## src/rtl/core/sha1_pkg.sv

```systemverilog
package sha1_pkg;

    localparam int WORD_W       = 32;
    localparam int BLOCK_WORDS  = 16;
    localparam int DIGEST_WORDS = 5;
    localparam int INDEX_W      = 3;
    localparam int COUNT_W      = 4;
    localparam int ROUND_W      = 7;
    localparam int QUEUE_DEPTH  = 4;

    localparam logic [COUNT_W-1:0] LAST_WORD     = COUNT_W'(BLOCK_WORDS - 1);
    localparam logic [ROUND_W-1:0] LAST_ROUND    = ROUND_W'(79);
    localparam logic [ROUND_W-1:0] PHASE1_START  = ROUND_W'(20);
    localparam logic [ROUND_W-1:0] PHASE2_START  = ROUND_W'(40);
    localparam logic [ROUND_W-1:0] PHASE3_START  = ROUND_W'(60);
    localparam logic [INDEX_W-1:0] LAST_INDEX    = INDEX_W'(DIGEST_WORDS - 1);

    localparam logic [WORD_W-1:0] H_INIT [DIGEST_WORDS] = '{
        32'h67452301, 32'hefcdab89, 32'h98badcfe, 32'h10325476, 32'hc3d2e1f0
    };

    localparam logic [WORD_W-1:0] K0 = 32'h5a827999;
    localparam logic [WORD_W-1:0] K1 = 32'h6ed9eba1;
    localparam logic [WORD_W-1:0] K2 = 32'h8f1bbcdc;
    localparam logic [WORD_W-1:0] K3 = 32'hca62c1d6;

    typedef struct packed {
        logic [WORD_W-1:0] word;
        logic              restart;
        logic              first;
        logic              last;
    } msg_entry_t;

    typedef enum logic [1:0] {
        ENG_ABSORB,
        ENG_ROUNDS,
        ENG_UPDATE,
        ENG_EMIT
    } eng_state_t;

    function automatic logic [WORD_W-1:0] round_k(input logic [ROUND_W-1:0] rnd);
        logic [WORD_W-1:0] k;
        if (rnd < PHASE1_START)
            k = K0;
        else if (rnd < PHASE2_START)
            k = K1;
        else if (rnd < PHASE3_START)
            k = K2;
        else
            k = K3;
        return k;
    endfunction

    function automatic logic [WORD_W-1:0] round_f(
        input logic [ROUND_W-1:0] rnd,
        input logic [WORD_W-1:0]  b,
        input logic [WORD_W-1:0]  c,
        input logic [WORD_W-1:0]  d
    );
        logic [WORD_W-1:0] f;
        if (rnd < PHASE1_START)
            f = (b & c) | (~b & d);
        else if (rnd < PHASE2_START)
            f = b ^ c ^ d;
        else if (rnd < PHASE3_START)
            f = (b & c) | (b & d) | (c & d);
        else
            f = b ^ c ^ d;
        return f;
    endfunction

endpackage

```

## src/rtl/core/sha1_front.sv

```systemverilog
module sha1_front
(
    input  logic                          clk,
    input  logic                          rst_n,
    input  logic                          in_valid,
    output logic                          in_ready,
    input  logic [sha1_pkg::WORD_W-1:0]   in_word,
    input  logic                          in_restart,
    output logic                          push_valid,
    input  logic                          push_ready,
    output sha1_pkg::msg_entry_t          push_entry
);

    logic [sha1_pkg::COUNT_W-1:0] word_count_reg;
    logic [sha1_pkg::COUNT_W-1:0] word_count_next;
    logic                         first_word;

    assign in_ready   = push_ready;
    assign push_valid = in_valid;
    assign first_word = (word_count_reg == '0);

    // the restart flag counts only on the first word of a block
    always_comb
    begin
        push_entry.word    = in_word;
        push_entry.first   = first_word;
        push_entry.last    = (word_count_reg == sha1_pkg::LAST_WORD);
        push_entry.restart = first_word & in_restart;
    end

    always_comb
    begin
        word_count_next = word_count_reg;
        if (in_valid && push_ready)
            word_count_next = word_count_reg + 1'b1;
    end

    always_ff @(posedge clk or negedge rst_n)
    begin
        if (!rst_n)
            word_count_reg <= '0;
        else
            word_count_reg <= word_count_next;
    end

endmodule

```

## src/rtl/core/sha1_queue.sv

```systemverilog
module sha1_queue
#(
    parameter int DEPTH = sha1_pkg::QUEUE_DEPTH
)
(
    input  logic                 clk,
    input  logic                 rst_n,
    input  logic                 push_valid,
    output logic                 push_ready,
    input  sha1_pkg::msg_entry_t push_entry,
    output logic                 pop_valid,
    input  logic                 pop_ready,
    output sha1_pkg::msg_entry_t pop_entry
);

    localparam int PTR_W = (DEPTH > 1) ? $clog2(DEPTH) : 1;
    localparam int CNT_W = $clog2(DEPTH + 1);
    localparam logic [PTR_W-1:0] LAST_PTR = PTR_W'(DEPTH - 1);
    localparam logic [CNT_W-1:0] FULL_CNT = CNT_W'(DEPTH);

    sha1_pkg::msg_entry_t entries_reg [DEPTH];

    logic [PTR_W-1:0] wr_ptr_reg, wr_ptr_next;
    logic [PTR_W-1:0] rd_ptr_reg, rd_ptr_next;
    logic [CNT_W-1:0] count_reg, count_next;
    logic             do_push, do_pop;

    assign push_ready = (count_reg != FULL_CNT);
    assign pop_valid  = (count_reg != '0);
    assign pop_entry  = entries_reg[rd_ptr_reg];
    assign do_push    = push_valid && push_ready;
    assign do_pop     = pop_valid && pop_ready;

    always_comb
    begin
        wr_ptr_next = wr_ptr_reg;
        rd_ptr_next = rd_ptr_reg;
        count_next  = count_reg;
        if (do_push)
            wr_ptr_next = (wr_ptr_reg == LAST_PTR) ? '0 : wr_ptr_reg + 1'b1;
        if (do_pop)
            rd_ptr_next = (rd_ptr_reg == LAST_PTR) ? '0 : rd_ptr_reg + 1'b1;
        if (do_push && !do_pop)
            count_next = count_reg + 1'b1;
        else if (do_pop && !do_push)
            count_next = count_reg - 1'b1;
    end

    always_ff @(posedge clk or negedge rst_n)
    begin
        if (!rst_n)
        begin
            wr_ptr_reg <= '0;
            rd_ptr_reg <= '0;
            count_reg  <= '0;
        end
        else
        begin
            wr_ptr_reg <= wr_ptr_next;
            rd_ptr_reg <= rd_ptr_next;
            count_reg  <= count_next;
        end
    end

    always_ff @(posedge clk)
    begin
        if (do_push)
            entries_reg[wr_ptr_reg] <= push_entry;
    end

endmodule

```

## src/rtl/core/sha1_engine.sv

```systemverilog
module sha1_engine
(
    input  logic                          clk,
    input  logic                          rst_n,
    input  logic                          pop_valid,
    output logic                          pop_ready,
    input  sha1_pkg::msg_entry_t          pop_entry,
    output logic                          out_valid,
    input  logic                          out_ready,
    output logic [sha1_pkg::WORD_W-1:0]   out_word,
    output logic [sha1_pkg::INDEX_W-1:0]  out_index,
    output logic                          out_last
);

    localparam int W  = sha1_pkg::WORD_W;
    localparam int NB = sha1_pkg::BLOCK_WORDS;
    localparam int ND = sha1_pkg::DIGEST_WORDS;

    sha1_pkg::eng_state_t state_reg, state_next;

    logic [sha1_pkg::ROUND_W-1:0] rnd_reg, rnd_next;
    logic [sha1_pkg::INDEX_W-1:0] idx_reg, idx_next;
    logic [W-1:0] h_reg [ND];
    logic [W-1:0] h_next [ND];
    logic [W-1:0] w_reg [NB];
    logic [W-1:0] a_reg, b_reg, c_reg, d_reg, e_reg;
    logic [W-1:0] a_next, b_next, c_next, d_next, e_next;
    logic         out_valid_reg, out_valid_next;
    logic [W-1:0] out_word_reg;
    logic [sha1_pkg::INDEX_W-1:0] out_index_reg;
    logic         out_last_reg;

    logic         pop;
    logic         do_round;
    logic         load_out;
    logic [W-1:0] ca, cb, cc, cd, ce;
    logic [W-1:0] w_mix, w_expanded, w_in, t_sum;

    assign out_valid = out_valid_reg;
    assign out_word  = out_word_reg;
    assign out_index = out_index_reg;
    assign out_last  = out_last_reg;

    assign pop_ready = (state_reg == sha1_pkg::ENG_ABSORB);
    assign pop       = pop_valid && pop_ready;
    assign do_round  = pop || (state_reg == sha1_pkg::ENG_ROUNDS);
    assign load_out  = (state_reg == sha1_pkg::ENG_EMIT) && (!out_valid_reg || out_ready);

    // w_reg[0] is w[t-16], w_reg[15] is w[t-1]
    assign w_mix      = w_reg[13] ^ w_reg[8] ^ w_reg[2] ^ w_reg[0];
    assign w_expanded = {w_mix[W-2:0], w_mix[W-1]};
    assign w_in       = (state_reg == sha1_pkg::ENG_ABSORB) ? pop_entry.word : w_expanded;

    // the first word of a block starts the rounds from the chaining value, or from the initial value on restart
    always_comb
    begin
        if (state_reg == sha1_pkg::ENG_ABSORB && pop_entry.first)
        begin
            if (pop_entry.restart)
            begin
                ca = sha1_pkg::H_INIT[0];
                cb = sha1_pkg::H_INIT[1];
                cc = sha1_pkg::H_INIT[2];
                cd = sha1_pkg::H_INIT[3];
                ce = sha1_pkg::H_INIT[4];
            end
            else
            begin
                ca = h_reg[0];
                cb = h_reg[1];
                cc = h_reg[2];
                cd = h_reg[3];
                ce = h_reg[4];
            end
        end
        else
        begin
            ca = a_reg;
            cb = b_reg;
            cc = c_reg;
            cd = d_reg;
            ce = e_reg;
        end
    end

    assign t_sum = {ca[W-6:0], ca[W-1:W-5]}
                 + sha1_pkg::round_f(rnd_reg, cb, cc, cd)
                 + ce + w_in + sha1_pkg::round_k(rnd_reg);

    always_comb
    begin
        state_next     = state_reg;
        rnd_next       = rnd_reg;
        idx_next       = idx_reg;
        h_next         = h_reg;
        a_next         = a_reg;
        b_next         = b_reg;
        c_next         = c_reg;
        d_next         = d_reg;
        e_next         = e_reg;
        out_valid_next = out_valid_reg;

        if (out_ready)
            out_valid_next = 1'b0;

        if (do_round)
        begin
            a_next   = t_sum;
            b_next   = ca;
            c_next   = {cb[1:0], cb[W-1:2]};
            d_next   = cc;
            e_next   = cd;
            rnd_next = rnd_reg + 1'b1;
        end

        case (state_reg)
            sha1_pkg::ENG_ABSORB:
            begin
                if (pop)
                begin
                    if (pop_entry.restart)
                        h_next = sha1_pkg::H_INIT;
                    if (pop_entry.last)
                        state_next = sha1_pkg::ENG_ROUNDS;
                end
            end
            sha1_pkg::ENG_ROUNDS:
            begin
                if (rnd_reg == sha1_pkg::LAST_ROUND)
                    state_next = sha1_pkg::ENG_UPDATE;
            end
            sha1_pkg::ENG_UPDATE:
            begin
                h_next[0]  = h_reg[0] + a_reg;
                h_next[1]  = h_reg[1] + b_reg;
                h_next[2]  = h_reg[2] + c_reg;
                h_next[3]  = h_reg[3] + d_reg;
                h_next[4]  = h_reg[4] + e_reg;
                idx_next   = '0;
                state_next = sha1_pkg::ENG_EMIT;
            end
            sha1_pkg::ENG_EMIT:
            begin
                if (load_out)
                begin
                    out_valid_next = 1'b1;
                    idx_next       = idx_reg + 1'b1;
                    if (idx_reg == sha1_pkg::LAST_INDEX)
                    begin
                        rnd_next   = '0;
                        state_next = sha1_pkg::ENG_ABSORB;
                    end
                end
            end
            default:
            begin
                state_next = sha1_pkg::ENG_ABSORB;
            end
        endcase
    end

    always_ff @(posedge clk or negedge rst_n)
    begin
        if (!rst_n)
        begin
            state_reg     <= sha1_pkg::ENG_ABSORB;
            rnd_reg       <= '0;
            idx_reg       <= '0;
            out_valid_reg <= 1'b0;
            for (int i = 0; i < ND; i++)
                h_reg[i] <= sha1_pkg::H_INIT[i];
        end
        else
        begin
            state_reg     <= state_next;
            rnd_reg       <= rnd_next;
            idx_reg       <= idx_next;
            out_valid_reg <= out_valid_next;
            h_reg         <= h_next;
        end
    end

    always_ff @(posedge clk)
    begin
        a_reg <= a_next;
        b_reg <= b_next;
        c_reg <= c_next;
        d_reg <= d_next;
        e_reg <= e_next;
        if (do_round)
        begin
            for (int i = 0; i < NB - 1; i++)
                w_reg[i] <= w_reg[i+1];
            w_reg[NB-1] <= w_in;
        end
        if (load_out)
        begin
            out_word_reg  <= h_reg[idx_reg];
            out_index_reg <= idx_reg;
            out_last_reg  <= (idx_reg == sha1_pkg::LAST_INDEX);
        end
    end

endmodule

```

## src/rtl/core/sha1_block_compression.sv

```systemverilog
// SHA-1 block compression.
// Input stream: one 32-bit message word per transfer, sixteen words to a
// block, most significant word first. tuser set on the first word of a
// block reloads the standard initial chaining value; on other words it is
// ignored. Padding and length fields are the sender's job.
// Output stream: after each block, five transfers carry the updated
// chaining words H0..H4; tuser gives the word index, tlast marks H4.
// Words pass through a small queue into the round engine, which runs one
// round per cycle: rounds 0..15 as the words arrive, rounds 16..79 from
// the sixteen-word schedule window, then the chaining add in its own state.
// The engine takes no new words from the queue until it has loaded the
// last digest word of a block for output; its throughput is set by the
// single shared round unit and the emit phase.
// The input keeps taking words into the queue while the engine is busy,
// and stops when the queue is full. A stalled output holds the current
// word and the engine waits in its emit phase.
// Reset loads the initial chaining value and starts a fresh block.
module sha1_block_compression
#(
    parameter int QUEUE_DEPTH = sha1_pkg::QUEUE_DEPTH
)
(
    input  logic        clk,
    input  logic        rst_n,
    input  logic        s_axis_tvalid,
    output logic        s_axis_tready,
    input  logic [31:0] s_axis_tdata,   // [31:0] message_word
    input  logic        s_axis_tuser,   // [0] new_message
    output logic        m_axis_tvalid,
    input  logic        m_axis_tready,
    output logic [31:0] m_axis_tdata,   // [31:0] digest_word
    output logic [2:0]  m_axis_tuser,   // [2:0] digest_index
    output logic        m_axis_tlast
);

    logic                 push_valid, push_ready;
    logic                 pop_valid, pop_ready;
    sha1_pkg::msg_entry_t push_entry, pop_entry;

    sha1_front u_front
    (
        .clk        (clk),
        .rst_n      (rst_n),
        .in_valid   (s_axis_tvalid),
        .in_ready   (s_axis_tready),
        .in_word    (s_axis_tdata),
        .in_restart (s_axis_tuser),
        .push_valid (push_valid),
        .push_ready (push_ready),
        .push_entry (push_entry)
    );

    sha1_queue #(.DEPTH(QUEUE_DEPTH)) u_queue
    (
        .clk        (clk),
        .rst_n      (rst_n),
        .push_valid (push_valid),
        .push_ready (push_ready),
        .push_entry (push_entry),
        .pop_valid  (pop_valid),
        .pop_ready  (pop_ready),
        .pop_entry  (pop_entry)
    );

    sha1_engine u_engine
    (
        .clk       (clk),
        .rst_n     (rst_n),
        .pop_valid (pop_valid),
        .pop_ready (pop_ready),
        .pop_entry (pop_entry),
        .out_valid (m_axis_tvalid),
        .out_ready (m_axis_tready),
        .out_word  (m_axis_tdata),
        .out_index (m_axis_tuser),
        .out_last  (m_axis_tlast)
    );

endmodule

```

## config.mk

```make
export PLATFORM = sky130hd
export DESIGN_NAME = sha1_block_compression
export DESIGN_NICKNAME = d
export VERILOG_FILES = /design/src/rtl/core/sha1_pkg.sv /design/src/rtl/core/sha1_front.sv /design/src/rtl/core/sha1_queue.sv /design/src/rtl/core/sha1_engine.sv /design/src/rtl/core/sha1_block_compression.sv
export SDC_FILE = /design/constraint.sdc
export NUM_CORES = 2
export LEC_CHECK = 0
export BUFFER_PORTS_ARGS = -buffer_cell sky130_fd_sc_hd__buf_2
export CORE_UTILIZATION = 56
export CTS_CLUSTER_SIZE = 28
export DETAILED_ROUTE_END_ITERATION = 10
export PLACE_DENSITY_LB_ADDON = 0.2
export SETUP_SLACK_MARGIN = 0.1
export SYNTH_ARGS = -nofsm -noshare
export SYNTH_HDL_FRONTEND = slang
export SYNTH_SLANG_ARGS = --single-unit
```

## constraint.sdc

```tcl
create_clock -name clk -period 41 [get_ports clk]
set_input_delay 4.1 -clock clk [delete_from_list [all_inputs] [get_ports clk]]
set_output_delay 4.1 -clock clk [all_outputs]
set_load 0.05 [all_outputs]
```

==> impl_metrics.py <==
metrics = {
    "synthesis": {
        "synth_fp_nets": 4511,
        "synth.most_common_cell": "edfxtp_1",
        "synthTopCellsByArea": "edfxtp_1 49%, ha_1 5.1%, dfrtp_1 5.0%",
        "ys_warn_count": 0,
        "ys_ff_latch": 1032,
        "synth_area_per_cell_um2": 12.4,
        "synth_xor_area_frac": 0.0464,
        "synth_ff_type": "edfxtp_1",
        "synth_adder_area_share": 0.0946,
        "synth_top_family_by_area": "compound AO/OA/AOI/OAI gates",
        "ys_top_cells_by_count": "848 x edfxtp_1, 372 x nand2_1, 291 x inv_1",
        "synth_area_um2": 51600,
        "synth_cells": 4153,
        "synth_cell_type_count": 95,
        "synth.largest_area_cell": "edfxtp_1",
        "synth_enable_flop_cells": 848,
        "netlist.area_leader.share": 0.493,
        "seq_area_frac_synth": 0.584,
        "synth_compound_area_frac": 0.122,
        "synthMuxAreaShare": 0.0325,
        "synth-async-reset-ratio": 0.178,
        "synth_simple_gate_area_frac": 0.0863,
    },
    "clocking": {
        "htree_levels": 3,
        "max-clock-path-buffers": 3,
        "cts-resized-gates": 0,
        "cts_tree": "done",
        "cts_sinks": 1032,
        "cts_root_buf": "clkbuf_16",
        "cts_setup_buffers": 0,
        "hold_buffers": 0,
        "insertion_delay_ps": 690,
        "cts_buffers": 102,
        "cts.reportedPaths.clkPinSlew_ps": 60,
    },
    "critical_path": {
        "critPathKind": "flop to flop",
        "max_stage_delay_ps": 810,
        "cp.arrival_ps": 8570,
        "start_kind": "flop",
        "cp-end-kind": "flop",
        "cp.required_ps": 41440,
        "crit_buf_inv": 6,
        "critical-path-slowest-cell": "o211a_4",
        "crit_path_frequent_cell": "inv_1",
        "path_delay_family": "compound AO/OA/AOI/OAI gates",
        "crit_fanout": 73,
    },
    "floorplanning": {
        "std_cell_rows": 110,
        "dieWidth_um": 306,
        "io_pins": 75,
        "dieArea_um2": 93400,
        "die_h_um": 306,
        "start_util": 0.569,
        "core_um2": 90700,
    },
    "place": {
        "io_buffers": 74,
        "gp_congestion": 1.02,
        "dpl_cell_area_um2": 53200,
        "dp.cells": 5282,
        "dp_hpwl_um": 86200,
        "dp_worst_setup_slack_ps": 33030,
    },
    "timing": {
        "maxSlewViolCount": 0,
        "fin_crit_sh": 0.198,
        "tns_ps": 0,
        "rsz0062_at_grt": "false",
        "final.min_clock_period_ps": 8130,
        "maxSlewHeadroom": 0.162,
        "worst_pin_slew_ps": 1240,
        "max_freq_ghz": 0.123,
        "finalHoldViolations": 0,
        "setup_ws_ps": 32870,
        "setup_viol": 0,
        "fin_worst_skew_ps": 38.7,
    },
    "grt": {
        "grt_max_degree": 177,
        "grt_pass1_wl_um": 192000,
        "antenna_found_initial": 5,
        "overflow": 0,
        "grt_pass1_vias": 31600,
        "grt.total_usage": 0.270,
    },
    "cells_and_area": {
        "area_growth_pct": 9.84,
        "layout.cells.non_filler": 5478,
        "drive_above_1_share": 0.106,
        "largest_reg_flops": 512,
        "layout.nets": 4568,
        "fin_area_um2": 56700,
    },
    "route": {
        "drc": 0,
        "drtPass1Iterations": 6,
        "dr.first_iter.drc_count": 3911,
        "antenna_left": 0,
        "vias_per_cell": 6.02,
        "wl_per_cell_um": 22.8,
        "num_vias": 33000,
        "drt_wl_total_um": 125000,
    },
    "job": {
        "max_cap_viol_count": 0,
    },
    "worst_hold_path": {
        "worst_hold_path_type": "flop to flop",
    },
    "outcome": {
        "status": "complete, no violations",
    },
}
## logic make-up after synthesis
logic type	count (synthesis)
fa+ha+maj	324
xor+xnor	272
mux	125
buf+inv	448
flops	1032
compound gates	988
simple gates	964
## layer usage
layer  track usage  share of wire  vias up
met5             0        0.00027        -
met4        0.0895          0.030        6
met3        0.0511          0.088      174
met2         0.388           0.42     1301
met1         0.414           0.46    16200
li1              -              -    15300
## final timing paths
check	start	to	slack (ps)	cells after the start
hold reg to reg	u_engine.w_reg[1][51]	u_engine.w_reg[1][19]	410	0
min in group asynchronous	rst_n	u_engine.h_reg[94]	3430	1
setup reg to reg	u_engine.state_reg[0]	u_engine.a_reg[28]	32870	27
setup / recovery	u_engine.state_reg[0]	u_engine.a_reg[28]	32870	27
hold / removal	u_engine.w_reg[1][51]	u_engine.w_reg[1][19]	410	0
max in group asynchronous	rst_n	u_engine.idx_reg[0]	36000	2
## layout by cell type (no fill, tap or decap), types with 37 or more instances in the layout
cell       instances
xnor2_1          192
nor3_1            37
and2_1            41
and3_1            42
dfstp_2           80
fa_1             111
a21oi_1          256
a21o_1            92
dfrtp_1          100
inv_1            290
clkbuf_16        105
mux2i_1           83
edfxtp_1         848
buf_2             73
xor2_1            79
nand3_1           97
nor2_1           205
ha_1             209
o21ai_0          274
or3_1             69
nand2_1          371
## per-stage QoR
| stage | hold WS, ps | utilization |
|---|---|---|
| 2_1_floorplan | 400 | - |
| 3_3_place_gp | 400 | 0.586 |
| 3_5_place_dp | 405 | 0.586 |
| 4_1_cts | 412 | 0.625 |
| 5_1_grt | 419 | 0.625 |
| 6_report | 413 | 0.625 |
## area by class of cell
class	count	area, µm²
tap	1176	1470
antenna	2	5.00
multi-input combinational	2673	19800
clock buffer	134	2800
fill	6796	34000
timing repair buffer	109	667
inverter	292	1100
clock inverter	60	718
sequential	1032	30200
Power is left out: the tool's default activity adds up to more than one toggle a clock period on the data nets, which glitch-free logic cannot reach.
